## src/timed_motor_run_overload_stop_top_defines.svh

```systemverilog
// Assertion macros shared by the timed motor run sequencer RTL.
// Every user supplies clk and rst in scope; nothing else is needed.
`ifndef TIMED_MOTOR_RUN_OVERLOAD_STOP_TOP_DEFINES_SVH
`define TIMED_MOTOR_RUN_OVERLOAD_STOP_TOP_DEFINES_SVH

// Same-cycle implication, disabled while reset is high.
`define TMROS_CHECK(label, ante, cons, msg) \
  label: assert property (@(posedge clk) disable iff (rst) (ante) |-> (cons)) \
    else $error(msg);

// Next-cycle implication, disabled while reset is high.
`define TMROS_CHECK_NEXT(label, ante, cons, msg) \
  label: assert property (@(posedge clk) disable iff (rst) (ante) |=> (cons)) \
    else $error(msg);

`endif

```

## src/tmros_pkg.sv

```systemverilog
// Package for the timed motor run sequencer: constants, codes and shared types.
// Used by every module of the block; depends on nothing.
package tmros_pkg;

  localparam int TIMER_BITS    = 16;
  localparam int LEARN_SAMPLES = 3;
  localparam int CNT_W         = $clog2(LEARN_SAMPLES + 1);
  localparam int PEAK_W        = 13;
  localparam int LEVEL_W       = 12;
  localparam int SENS_W        = 10;
  localparam int DUTY_W        = 12;
  localparam int MS_W          = 16;
  localparam int ADDR_W        = 5;
  localparam int DATA_W        = 32;

  localparam logic [PEAK_W-1:0] PEAK_MAX = {PEAK_W{1'b1}};

  // Operation codes of an input beat.
  localparam logic [1:0] OP_TICK      = 2'd0;
  localparam logic [1:0] OP_START_FWD = 2'd1;
  localparam logic [1:0] OP_START_REV = 2'd2;
  localparam logic [1:0] OP_STOP      = 2'd3;

  // Run direction codes; the start codes equal the directions they set.
  localparam logic [1:0] DIR_NONE = 2'd0;
  localparam logic [1:0] DIR_FWD  = 2'd1;
  localparam logic [1:0] DIR_REV  = 2'd2;

  // Phase codes.
  localparam logic [1:0] PH_IDLE  = 2'd0;
  localparam logic [1:0] PH_START = 2'd1;
  localparam logic [1:0] PH_FAST  = 2'd2;
  localparam logic [1:0] PH_TAIL  = 2'd3;

  // Register indexes (word address).
  localparam logic [2:0] REG_RUN_TIME   = 3'd0;
  localparam logic [2:0] REG_SENS       = 3'd1;
  localparam logic [2:0] REG_LEG_SWAP   = 3'd2;
  localparam logic [2:0] REG_SLOW_DUTY  = 3'd3;
  localparam logic [2:0] REG_FAST_DUTY  = 3'd4;
  localparam logic [2:0] REG_FAST_UNTIL = 3'd5;
  localparam logic [2:0] REG_TAIL_FROM  = 3'd6;

  // Register reset values.
  localparam logic [MS_W-1:0]   RST_RUN_TIME   = 16'd6000;
  localparam logic [SENS_W-1:0] RST_SENS       = 10'd50;
  localparam logic              RST_LEG_SWAP   = 1'b0;
  localparam logic [DUTY_W-1:0] RST_SLOW_DUTY  = 12'd1000;
  localparam logic [DUTY_W-1:0] RST_FAST_DUTY  = 12'd4000;
  localparam logic [MS_W-1:0]   RST_FAST_UNTIL = 16'd4000;
  localparam logic [MS_W-1:0]   RST_TAIL_FROM  = 16'd2000;

  typedef struct packed {
    logic [MS_W-1:0]   run_time_ms;
    logic [SENS_W-1:0] sensitivity;
    logic              leg_swap;
    logic [DUTY_W-1:0] slow_duty;
    logic [DUTY_W-1:0] fast_duty;
    logic [MS_W-1:0]   fast_until_ms;
    logic [MS_W-1:0]   tail_from_ms;
  } cfg_t;

  typedef struct packed {
    logic              drive_a;
    logic              drive_b;
    logic [DUTY_W-1:0] duty_a;
    logic [DUTY_W-1:0] duty_b;
    logic [1:0]        phase;
    logic              overload;
    logic [MS_W-1:0]   time_left;
  } result_t;

endpackage

```

## src/tmros_cfg_regs.sv

```systemverilog
// APB-style configuration register file of the timed motor run sequencer.
// Depends on tmros_pkg for register indexes, reset values and cfg_t.
module tmros_cfg_regs (
  input  logic                          clk,
  input  logic                          rst,
  input  logic                          psel,
  input  logic                          penable,
  input  logic                          pwrite,
  input  logic [tmros_pkg::ADDR_W-1:0]  paddr,
  input  logic [tmros_pkg::DATA_W-1:0]  pwdata,
  output logic [tmros_pkg::DATA_W-1:0]  prdata,
  output logic                          pready,
  output tmros_pkg::cfg_t               cfg
);
  import tmros_pkg::*;

  logic       wr_en;
  logic [2:0] reg_idx;

  assign pready  = 1'b1;
  assign wr_en   = psel && penable && pwrite;
  assign reg_idx = paddr[ADDR_W-1:2];

  always_ff @(posedge clk) begin
    if (rst) begin
      cfg.run_time_ms   <= RST_RUN_TIME;
      cfg.sensitivity   <= RST_SENS;
      cfg.leg_swap      <= RST_LEG_SWAP;
      cfg.slow_duty     <= RST_SLOW_DUTY;
      cfg.fast_duty     <= RST_FAST_DUTY;
      cfg.fast_until_ms <= RST_FAST_UNTIL;
      cfg.tail_from_ms  <= RST_TAIL_FROM;
    end else if (wr_en) begin
      unique case (reg_idx)
        REG_RUN_TIME:   cfg.run_time_ms   <= pwdata[MS_W-1:0];
        REG_SENS:       cfg.sensitivity   <= pwdata[SENS_W-1:0];
        REG_LEG_SWAP:   cfg.leg_swap      <= pwdata[0];
        REG_SLOW_DUTY:  cfg.slow_duty     <= pwdata[DUTY_W-1:0];
        REG_FAST_DUTY:  cfg.fast_duty     <= pwdata[DUTY_W-1:0];
        REG_FAST_UNTIL: cfg.fast_until_ms <= pwdata[MS_W-1:0];
        REG_TAIL_FROM:  cfg.tail_from_ms  <= pwdata[MS_W-1:0];
        default: ;
      endcase
    end
  end

  always_comb begin
    unique case (reg_idx)
      REG_RUN_TIME:   prdata = DATA_W'(cfg.run_time_ms);
      REG_SENS:       prdata = DATA_W'(cfg.sensitivity);
      REG_LEG_SWAP:   prdata = DATA_W'(cfg.leg_swap);
      REG_SLOW_DUTY:  prdata = DATA_W'(cfg.slow_duty);
      REG_FAST_DUTY:  prdata = DATA_W'(cfg.fast_duty);
      REG_FAST_UNTIL: prdata = DATA_W'(cfg.fast_until_ms);
      REG_TAIL_FROM:  prdata = DATA_W'(cfg.tail_from_ms);
      default:        prdata = '0;
    endcase
  end

endmodule

```

## src/tmros_seq_core.sv

```systemverilog
// Run state of the sequencer and the single-pass update for one beat.
// Depends on tmros_pkg and the assertion macros in the defines header.
`include "timed_motor_run_overload_stop_top_defines.svh"

module tmros_seq_core (
  input  logic                           clk,
  input  logic                           rst,
  input  tmros_pkg::cfg_t                cfg,
  input  logic                           fire,
  input  logic [1:0]                     op,
  input  logic [tmros_pkg::LEVEL_W-1:0]  load_level,
  output tmros_pkg::result_t             res
);
  import tmros_pkg::*;

  logic [TIMER_BITS-1:0] rem, rem_next, rem_dec;
  logic [1:0]            dir, dir_next;
  logic [1:0]            cur, cur_next;
  logic [1:0]            prev, prev_next;
  logic [PEAK_W-1:0]     peak, peak_next, base_peak, peak_sat;
  logic [CNT_W-1:0]      cnt, cnt_next, base_cnt, cnt_inc;
  logic [1:0]            pins, pins_next;
  logic [DUTY_W-1:0]     duty_a, duty_a_next, duty_b, duty_b_next, duty_sel;
  logic [1:0]            ph;
  logic                  hit;
  logic [PEAK_W:0]       level_sum;

  // Phase from the decremented timer, and detector base after a possible re-arm.
  always_comb begin
    rem_dec = (rem != '0) ? rem - 1'b1 : rem;
    if (32'(rem_dec) > 32'(cfg.fast_until_ms)) begin
      ph = PH_START;
    end else if (32'(rem_dec) > 32'(cfg.tail_from_ms)) begin
      ph = PH_FAST;
    end else begin
      ph = PH_TAIL;
    end
    base_peak = (ph != prev) ? '0 : peak;
    base_cnt  = (ph != prev) ? '0 : cnt;
    cnt_inc   = (base_cnt < CNT_W'(LEARN_SAMPLES)) ? base_cnt + 1'b1 : base_cnt;
    level_sum = (PEAK_W+1)'(load_level) + (PEAK_W+1)'(cfg.sensitivity);
    peak_sat  = (level_sum > (PEAK_W+1)'(PEAK_MAX)) ? PEAK_MAX : level_sum[PEAK_W-1:0];
    duty_sel  = (ph == PH_FAST) ? cfg.fast_duty : cfg.slow_duty;
  end

  always_comb begin
    rem_next    = rem;
    dir_next    = dir;
    cur_next    = cur;
    prev_next   = prev;
    peak_next   = peak;
    cnt_next    = cnt;
    pins_next   = pins;
    duty_a_next = duty_a;
    duty_b_next = duty_b;
    hit         = 1'b0;
    unique case (op)
      OP_START_FWD, OP_START_REV: begin
        rem_next = TIMER_BITS'(cfg.run_time_ms);
        dir_next = op;
      end
      OP_STOP: begin
        rem_next    = '0;
        pins_next   = '0;
        duty_a_next = '0;
        duty_b_next = '0;
      end
      OP_TICK: begin
        rem_next = rem_dec;
        if (rem_dec != '0) begin
          if (dir == DIR_FWD || dir == DIR_REV) begin
            cur_next  = ph;
            prev_next = ph;
            cnt_next  = cnt_inc;
            peak_next = base_peak;
            if (cnt_inc < CNT_W'(LEARN_SAMPLES)) begin
              if (PEAK_W'(load_level) > base_peak) begin
                peak_next = peak_sat;
              end
            end else begin
              hit = PEAK_W'(load_level) > base_peak;
            end
            if ((dir == DIR_FWD) == cfg.leg_swap) begin
              pins_next   = 2'b01;
              duty_a_next = duty_sel;
              duty_b_next = '0;
            end else begin
              pins_next   = 2'b10;
              duty_a_next = '0;
              duty_b_next = duty_sel;
            end
            if (hit) begin
              rem_next = '0;
            end
          end
        end else begin
          cur_next    = PH_IDLE;
          peak_next   = '0;
          cnt_next    = '0;
          pins_next   = '0;
          duty_a_next = '0;
          duty_b_next = '0;
        end
      end
      default: ;
    endcase
  end

  always_ff @(posedge clk) begin
    if (rst) begin
      rem    <= '0;
      dir    <= DIR_NONE;
      cur    <= PH_IDLE;
      prev   <= PH_IDLE;
      peak   <= '0;
      cnt    <= '0;
      pins   <= '0;
      duty_a <= '0;
      duty_b <= '0;
    end else if (fire) begin
      rem    <= rem_next;
      dir    <= dir_next;
      cur    <= cur_next;
      prev   <= prev_next;
      peak   <= peak_next;
      cnt    <= cnt_next;
      pins   <= pins_next;
      duty_a <= duty_a_next;
      duty_b <= duty_b_next;
    end
  end

  always_comb begin
    res.drive_a   = pins_next[0];
    res.drive_b   = pins_next[1];
    res.duty_a    = duty_a_next;
    res.duty_b    = duty_b_next;
    res.phase     = cur_next;
    res.overload  = hit;
    res.time_left = MS_W'(rem_next);
  end

  `TMROS_CHECK(a_legs_exclusive, 1'b1, !(pins[0] && pins[1]), "both bridge legs driven")
  `TMROS_CHECK(a_idle_bridge_off, cur == PH_IDLE, pins == '0 && duty_a == '0 && duty_b == '0,
    "bridge driven while idle")
  `TMROS_CHECK(a_trip_ends_run, fire && hit, res.time_left == '0, "overload left time on run")
  `TMROS_CHECK_NEXT(a_stop_clears, fire && op == OP_STOP, rem == '0 && pins == '0,
    "stop did not end the run")

endmodule

```

## src/timed_motor_run_overload_stop_top.sv

```systemverilog
// Top level of the timed H-bridge run sequencer with overload cut-off.
// Depends on tmros_pkg, tmros_cfg_regs and tmros_seq_core.
//
//  channel | direction | handshake          | payload
//  --------+-----------+--------------------+--------------------------------------
//  in      | to block  | in_valid, in_stall | op, load_level
//  out     | from block| out_valid, out_stall| drive_a/b, duty_a/b, phase, overload,
//          |           |                    | time_left
//  cfg     | to block  | psel, penable      | paddr, pwdata, pwrite, prdata, pready
//
// Every beat passes through the input register, then through the state update
// into the result register.
// One beat is accepted per cycle as long as the result side keeps taking beats.
// A stall on the result side holds the result register and then the input
// register; in_stall rises only when both are full.
// Synchronous reset clears the run state and both valid flags; registers reset
// to their documented defaults.
module timed_motor_run_overload_stop_top (
  input  logic                          clk,
  input  logic                          rst,
  input  logic                          in_valid,
  output logic                          in_stall,
  input  logic [1:0]                    op,
  input  logic [tmros_pkg::LEVEL_W-1:0] load_level,
  output logic                          out_valid,
  input  logic                          out_stall,
  output logic                          drive_a,
  output logic                          drive_b,
  output logic [tmros_pkg::DUTY_W-1:0]  duty_a,
  output logic [tmros_pkg::DUTY_W-1:0]  duty_b,
  output logic [1:0]                    phase,
  output logic                          overload,
  output logic [tmros_pkg::MS_W-1:0]    time_left,
  input  logic                          psel,
  input  logic                          penable,
  input  logic                          pwrite,
  input  logic [tmros_pkg::ADDR_W-1:0]  paddr,
  input  logic [tmros_pkg::DATA_W-1:0]  pwdata,
  output logic [tmros_pkg::DATA_W-1:0]  prdata,
  output logic                          pready
);
  import tmros_pkg::*;

  cfg_t               cfg;
  result_t            core_res;
  result_t            out_res;
  logic               s1_valid;
  logic [1:0]         s1_op;
  logic [LEVEL_W-1:0] s1_level;
  logic               adv_out;
  logic               fire;
  logic               in_accept;

  assign adv_out   = !out_valid || !out_stall;
  assign fire      = s1_valid && adv_out;
  assign in_stall  = s1_valid && !adv_out;
  assign in_accept = in_valid && !in_stall;

  tmros_cfg_regs u_cfg (
    .clk     (clk),
    .rst     (rst),
    .psel    (psel),
    .penable (penable),
    .pwrite  (pwrite),
    .paddr   (paddr),
    .pwdata  (pwdata),
    .prdata  (prdata),
    .pready  (pready),
    .cfg     (cfg)
  );

  tmros_seq_core u_core (
    .clk        (clk),
    .rst        (rst),
    .cfg        (cfg),
    .fire       (fire),
    .op         (s1_op),
    .load_level (s1_level),
    .res        (core_res)
  );

  always_ff @(posedge clk) begin
    if (rst) begin
      s1_valid <= 1'b0;
    end else if (in_accept) begin
      s1_valid <= 1'b1;
    end else if (fire) begin
      s1_valid <= 1'b0;
    end
  end

  always_ff @(posedge clk) begin
    if (in_accept) begin
      s1_op    <= op;
      s1_level <= load_level;
    end
  end

  always_ff @(posedge clk) begin
    if (rst) begin
      out_valid <= 1'b0;
    end else if (fire) begin
      out_valid <= 1'b1;
    end else if (!out_stall) begin
      out_valid <= 1'b0;
    end
  end

  always_ff @(posedge clk) begin
    if (fire) begin
      out_res <= core_res;
    end
  end

  assign drive_a   = out_res.drive_a;
  assign drive_b   = out_res.drive_b;
  assign duty_a    = out_res.duty_a;
  assign duty_b    = out_res.duty_b;
  assign phase     = out_res.phase;
  assign overload  = out_res.overload;
  assign time_left = out_res.time_left;

endmodule

```

## config.mk

```make
export PLATFORM = sky130hd
export DESIGN_NAME = timed_motor_run_overload_stop_top
export DESIGN_NICKNAME = d
export VERILOG_FILES = /design/src/tmros_pkg.sv /design/src/tmros_cfg_regs.sv /design/src/tmros_seq_core.sv /design/src/timed_motor_run_overload_stop_top.sv
export VERILOG_INCLUDE_DIRS = /design/src /design/src/src
export SDC_FILE = /design/constraint.sdc
export NUM_CORES = 1
export LEC_CHECK = 0
export ABC_AREA = 1
export ABC_CLOCK_PERIOD_IN_PS = 7500
export BUFFER_PORTS_ARGS = -buffer_cell sky130_fd_sc_hd__clkbuf_2
export CELL_PAD_IN_SITES_DETAIL_PLACEMENT = 0
export CELL_PAD_IN_SITES_GLOBAL_PLACEMENT = 1
export CORE_MARGIN = 3
export CORE_UTILIZATION = 46
export CTS_CLUSTER_DIAMETER = 120
export DETAILED_ROUTE_END_ITERATION = 10
export GPL_TIMING_DRIVEN = 0
export PLACE_DENSITY_LB_ADDON = 0.1
export SLEW_MARGIN = 20
export SYNTH_ARGS = -nofsm -noshare
export SYNTH_HDL_FRONTEND = slang
export SYNTH_SLANG_ARGS = --single-unit
```

## constraint.sdc

```tcl
create_clock -name clk -period 7.5 [get_ports clk]
set_clock_uncertainty 0.1 [all_clocks]
set_input_delay 0.375 -clock clk [delete_from_list [all_inputs] [get_ports clk]]
set_output_delay 0.375 -clock clk [all_outputs]
set_load 0.1 [all_outputs]
```

# After elaboration in Yosys (flattened, before gate mapping)
# Cells that the tools add are included.
op_classes:
  n_addsub: 3
  n_lt_le_gt_ge: 6
  eq_ne: 16
  n_mux: 42
  n_reduce_logical: 28
ops:
  columns: ["cell", "n"]
  rows:
  - ["$pmux 16 s7", 1]
  - ["$mux 12", 7]
  - ["$mux 13", 6]
  - ["$mux 16", 4]
  - ["$pmux 12 s2", 2]
  - ["$pmux 16 s3", 1]
  - ["$gt 16x16->1", 2]
  - ["$reduce_bool 16->1", 2]
  - ["$mux 2", 11]
  - ["$reduce_and 2->1", 8]
  - ["$sub 16x1->16 const B", 1]
  - ["$gt 14x13->1 const B", 1]
  - ["$add 12x10->13", 1]
  - ["$gt 12x13->1", 1]
  - ["$eq 3x3->1 const B", 3]
  - ["$mux 1", 9]
  - ["$eq 2x2->1 const B", 4]
  - ["$eq 3x2->1 const B", 2]
  - ["$reduce_and 3->1", 2]
  - ["$logic_and 1x1->1", 5]
  - ["$eq 2x1->1 const B", 2]
  - ["$logic_not 1->1", 4]
  - ["$lt 2x2->1 const B", 2]
  - ["$pmux 2 s2", 1]
  - ["other kinds (12)", 13]
word_totals:
  regBits: 207
  input_bits: 58
  elab_cells: 122

# Depth between registers and ports, before layout
depth:
  depth_word: 18
  mapped_depth: 43
  mapped_depth_nobuf: 41

# Hierarchy
# From an unflattened synthesis, not the netlist that was laid out.
hier_totals:
  cells_unflattened: 1726
  hier_area_um2: 12129.1
by_module_without_submodules:
  columns: ["module", "n_inst", "cells_per_inst", "area_each_um2", "seq_area_each_um2"]
  rows:
  - ["tmros_seq_core", 1, 1013, 6134.6, 1261.2]
  - ["tmros_cfg_regs", 1, 642, 4131.5, 1661.6]
  - ["timed_motor_run_overload_stop_top", 1, 71, 1863.0, 1811.7]

# Worst setup path before layout
# No wires, ideal clock.
synth_timing:
  path_kind: "reg2reg"
  startpoint: "reg u_core.rem[0]"
  endpoint: "reg u_core.peak[10]"
  arrival_time_ns: 4.250
  path_slack_ns: 3.017
  stages_incl_launch_ff: 38
  path_buffers: 3
  synth_period_minus_slack_ns: 4.483
  path_cell_list: "dfxtp_1 -> inv_1 -> ha_1 -> inv_1 -> nor3_2 -> nand2_2 -> buf_6 -> nand3_1 -> inv_1 -> ha_1 -> nand2_1 -> nor3_1 -> nand3_1 -> nand2_1 -> nand2_1 -> nand2_1 -> nand3_1 -> inv_1 -> (+2 left out) -> ha_1 -> nand2_1 -> inv_1 -> o21ai_0 -> nand2_1 -> o21ai_0 -> nand2_1 -> nand2_1 -> nand2_1 -> nand2_1 -> nand2_1 -> nand2_1 -> inv_1 -> nand3_1 -> buf_2 -> nand2_1 -> nand3_1 -> a21oi_1"
synth_via:
  elab_chain_len: 13
  elab_cells_between_ends: 22
  classes_between: "add/sub: 2; order compare: 5; eq/ne: 2; mux: 10; reduce/logical: 3"
synth_lines:
  columns: ["item", "line_no", "rtl"]
  rows:
  - ["from (decl)", "tmros_seq_core.sv:16", "logic [TIMER_BITS-1:0] rem, rem_next, rem_dec;"]
  - ["from (signal assigned)", "tmros_seq_core.sv:121", "rem <= rem_next;"]
  - ["$sub 16x1->16 / $reduce_bool 16->1 (equally long branches)", "tmros_seq_core.sv:30", "rem_dec = (rem != '0) ? rem - 1'b1 : rem;"]
  - ["$mux 16 (*)", "tmros_seq_core.sv:30", null]
  - ["branches (longest 11 deep; another with $gt 16x16->1)", null, null]
  - ["to (signal assigned)", "tmros_seq_core.sv:125", "peak <= peak_next;"]
  - ["to (decl)", "tmros_seq_core.sv:20", "logic [PEAK_W-1:0] peak, peak_next, base_peak, peak_sat;"]
# Every way passes the cells marked *. The select of a mux whose other input is x is not followed.
# A chain may end at the register's enable or synchronous reset.

==> summary.md <==
* fin crit share: 0.800
* # clock sinks: 207
* most common flop cell mapped by yosys: sky130_fd_sc_hd__dfxtp_1
* Die X-Extent: 163 µm
* number of unique standard cell types used by synthesis: 45
* FF-to-FF path depth: 34
* count of buffers added by post-CTS timing repair for setup: 0
* arrival time at the worst endpoint: 6.15 ns
* number of vias per cell: 5.28
* final setup slack of the worst path: 1.50 ns
* count of flip-flops with a built-in enable after synthesis: 59
* total global routing overflow: 0
* DP Wirelength: 27500 µm
* gate count after technology mapping: 1553
* run status: finished, final reports clean
* most common cell type on the critical path: sky130_fd_sc_hd__nand2_1
* maximum fanout count along the critical path: 10
* Root Buffer Master: sky130_fd_sc_hd__clkbuf_16
* Initial DRT Pass Iterations: 5
* number of buffers inserted by hold repair at cts: 15
* maxcap violations: 0
* crit path to: time_left[2]$_DFFE_PP_
* share of the synthesized area in the top cell type: 0.260
* static leakage: 6.28 nW
* worst reg2reg path startpoint: u_core.rem[0]$_SDFFE_PP0P_
* count of antenna-violating nets left after detailed routing: 0
* peak per-stage delay on the critical path: 0.34 ns
* Synth async-reset ratio: 0
* maximum number of pins on one net before global-route repair: 55
* post-placement setup slack: 1.54 ns
* sequential-to-total area share from yosys stat: 0.416
* maximum clock frequency: 167 MHz
* cell type with the largest total area after synthesis: sky130_fd_sc_hd__dfxtp_1
* crit path launch type: flip-flop
* Cell Area, Synth: 11400 µm²
* number of antenna violations at the first check in global routing: 0
* full die area: 26700 µm²
* fraction of final layout cells sized beyond drive strength 1: 0.109
* most instantiated library cell after synthesis: sky130_fd_sc_hd__nand2_1
* setup TNS after final layout: 0 ns
* global-route track usage on met2: 0.410
* slew margin rel.: 0.345
* internal reg-to-reg setup slack: 1.50 ns
* Num CTS Buffers: 24
* layer with the highest usage: met2
* Ports: 138
* top cells by instance count after synthesis: sky130_fd_sc_hd__nand2_1, sky130_fd_sc_hd__inv_1, sky130_fd_sc_hd__nor2_1
* Yosys warnings: 0
* Critical Path Slowest Stage Cell: sky130_fd_sc_hd__dfxtp_1
* Slew @ Worst Pin: 0.975 ns
* clock input transition at the sequential cells of the worst setup and hold paths: 0.06 ns
* RSZ-0062 raised after global routing: false
* Avg WL per Cell: 17.4 µm
* routed wire length: 35700 µm
* leading cell types by total area after synthesis: sky130_fd_sc_hd__dfxtp_1, sky130_fd_sc_hd__edfxtp_1, sky130_fd_sc_hd__nand2_1
* TritonCTS clock tree: done
* mean post-synth cell area: 7.33 µm²
* beginning of the critical path: u_core.rem[0]$_SDFFE_PP0P_
* starting density of the core: 0.476
* area added between synthesis and finish: 17.1%
* category of the worst setup path capture point: flip-flop
* Post-Route Utilization: 0.558
* met3 track demand over resource: 0.0449
* maximum root-to-sink buffer count: 3
* PwrDens: 246 nW/µm²
* clock insertion delay at the later pin of the skew report: 0.51 ns
* number of buffers added on ports: 101
* antenna cell count: 0
* number of DRC markers in iteration 0: 848
* CP Class: flip-flop to flip-flop
* number of remaining DRC errors: 0
* post-route minimum period: 6.00 ns
* final hold violation count: 0
* capturing point of the worst reg2reg path: time_left[2]$_DFFE_PP_
* final net count: 1827
* Setup Viol. Count Final: 0
* required time at the worst-slack endpoint: 7.65 ns
* max-slew violation total from the final report: 0
* via count: 10805
* final estimated routing congestion in global placement: 0.960
* wire length of the first global-routing pass: 55700 µm
* met1 Usage GRT: 0.388
* post-cts repair resize count: 0
* Synth Register Bits: 207
* Std-Cell Rows: 56
* Total Routing Usage GR: 0.266
* Die Ht: 163 µm
* Min-Delay Path Class: input port to flip-flop
* number of levels the H-tree was split into: 1
* number of global-route vias before repair: 9938
* worst vdd rail ir drop: 186 µV
* Core ar.: 23900 µm²
==> sequential cells by signal (all words and copies together), names as in the netlist, 2 cells and up <==
| register | cells |
|---|---|
| duty_a | 12 |
| duty_b | 12 |
| phase | 2 |
| s1_level | 12 |
| s1_op | 2 |
| time_left | 16 |
| u_cfg.cfg | 83 |
| u_core.cnt | 2 |
| u_core.cur | 2 |
| u_core.dir | 2 |
| u_core.duty_a | 12 |
| u_core.duty_b | 12 |
| u_core.peak | 13 |
| u_core.pins | 2 |
| u_core.prev | 2 |
| u_core.rem | 16 |
==> worst max-delay path: cells and delay by family (launching register included) <==
kind                     cells  cell delay, ns
AND/OR/NAND/NOR             23            3.08
buffers and inverters        7            1.23
adder cells (fa/ha/maj)      3            0.84
flip-flops                   1            0.34
AO/OA/AOI/OAI                1            0.13
==> power by group <==
part / switching (mW) / internal, mW / total [mW]
sequential: 0.0252 / 1.20 / 1.22
combinational: 0.603 / 0.202 / 0.805
clock: 0.467 / 0.781 / 1.25
==> per-stage QoR <==
stage	hold WS, ns	power, mW	cell area [µm²]	cells
2_1_floorplan	0.334	1.83	11400	1568
3_3_place_gp	0.348	2.03	12300	1988
3_5_place_dp	0.358	2.04	12300	1988
4_1_cts	0.0235	3.29	13300	2046
5_1_grt	0.0525	3.42	13300	2046
6_report	0.0417	3.28	13300	2046
==> how the worst min path moves through the flow <==
| stage | start | endpoint | cells past startpoint |
|---|---|---|---|
| after floorplan | u_core.dir[1]$_SDFFE_PP0P_ | u_core.dir[1]$_SDFFE_PP0P_ | 2 |
| after global placement | u_core.dir[1]$_SDFFE_PP0P_ | u_core.dir[1]$_SDFFE_PP0P_ | 2 |
| after detailed placement | u_core.peak[7]$_SDFFE_PP0P_ | u_core.peak[7]$_SDFFE_PP0P_ | 2 |
| after CTS | out_stall | out_valid$_SDFFE_PP0P_ | 3 |
| after global routing | out_stall | out_valid$_SDFFE_PP0P_ | 3 |
| final | out_stall | out_valid$_SDFFE_PP0P_ | 3 |
==> placed cells by master (no fill, tap or decap), types with 7 or more instances in the layout <==
cell                            count
sky130_fd_sc_hd__inv_1            185
sky130_fd_sc_hd__clkbuf_1          61
sky130_fd_sc_hd__o221ai_1           8
sky130_fd_sc_hd__clkbuf_2         102
sky130_fd_sc_hd__nor3_1            13
sky130_fd_sc_hd__a221oi_1          11
sky130_fd_sc_hd__buf_2              7
sky130_fd_sc_hd__nand2_2           11
sky130_fd_sc_hd__buf_4             17
sky130_fd_sc_hd__nor2_1           150
sky130_fd_sc_hd__nand3_1          109
sky130_fd_sc_hd__a21oi_1          113
sky130_fd_sc_hd__ha_1              58
sky130_fd_sc_hd__o211ai_1          35
sky130_fd_sc_hd__conb_1            17
sky130_fd_sc_hd__nand4_1           19
sky130_fd_sc_hd__dfxtp_1          148
sky130_fd_sc_hd__edfxtp_1          59
sky130_fd_sc_hd__o21ai_0          117
sky130_fd_sc_hd__xor2_1             8
sky130_fd_sc_hd__clkbuf_16         25
sky130_fd_sc_hd__o22ai_1           17
sky130_fd_sc_hd__nand2_1          364
sky130_fd_sc_hd__dlygate4sd3_1     15
==> cells by family (layout without fill, tap and decap cells) <==
family | Yosys count | in the layout | share of synthesized area
and+or+nand+nor | 683 | 683 | 0.252
AOI/OAI and AO/OA | 312 | 312 | 0.156
buffers and inverters | 276 | 435 | 0.0991
DFF | 207 | 207 | 0.416
adders and majority gates | 59 | 59 | 0.0655
xor gates and xnor gates | 14 | 14 | 0.0108
other | 2 | 17 | 0.000660
==> cell type report <==
class | count | area, µm²
repair buffers | 116 | 656
flip-flops and latches | 207 | 4730
multi-input cells | 1085 | 5580
fillers | 2337 | 10600
clock inverters | 11 | 181
inverters | 191 | 717
clock buffers | 32 | 652
plain buffers | 85 | 415
well taps | 319 | 399
==> metal layers <==
layer	up-vias	share of wire
li1	5447	-
met1	4913	0.47
met2	390	0.43
met3	55	0.079
met4	0	0.028
met5	-	0
Note: power is estimated with default switching activity, not from simulation.
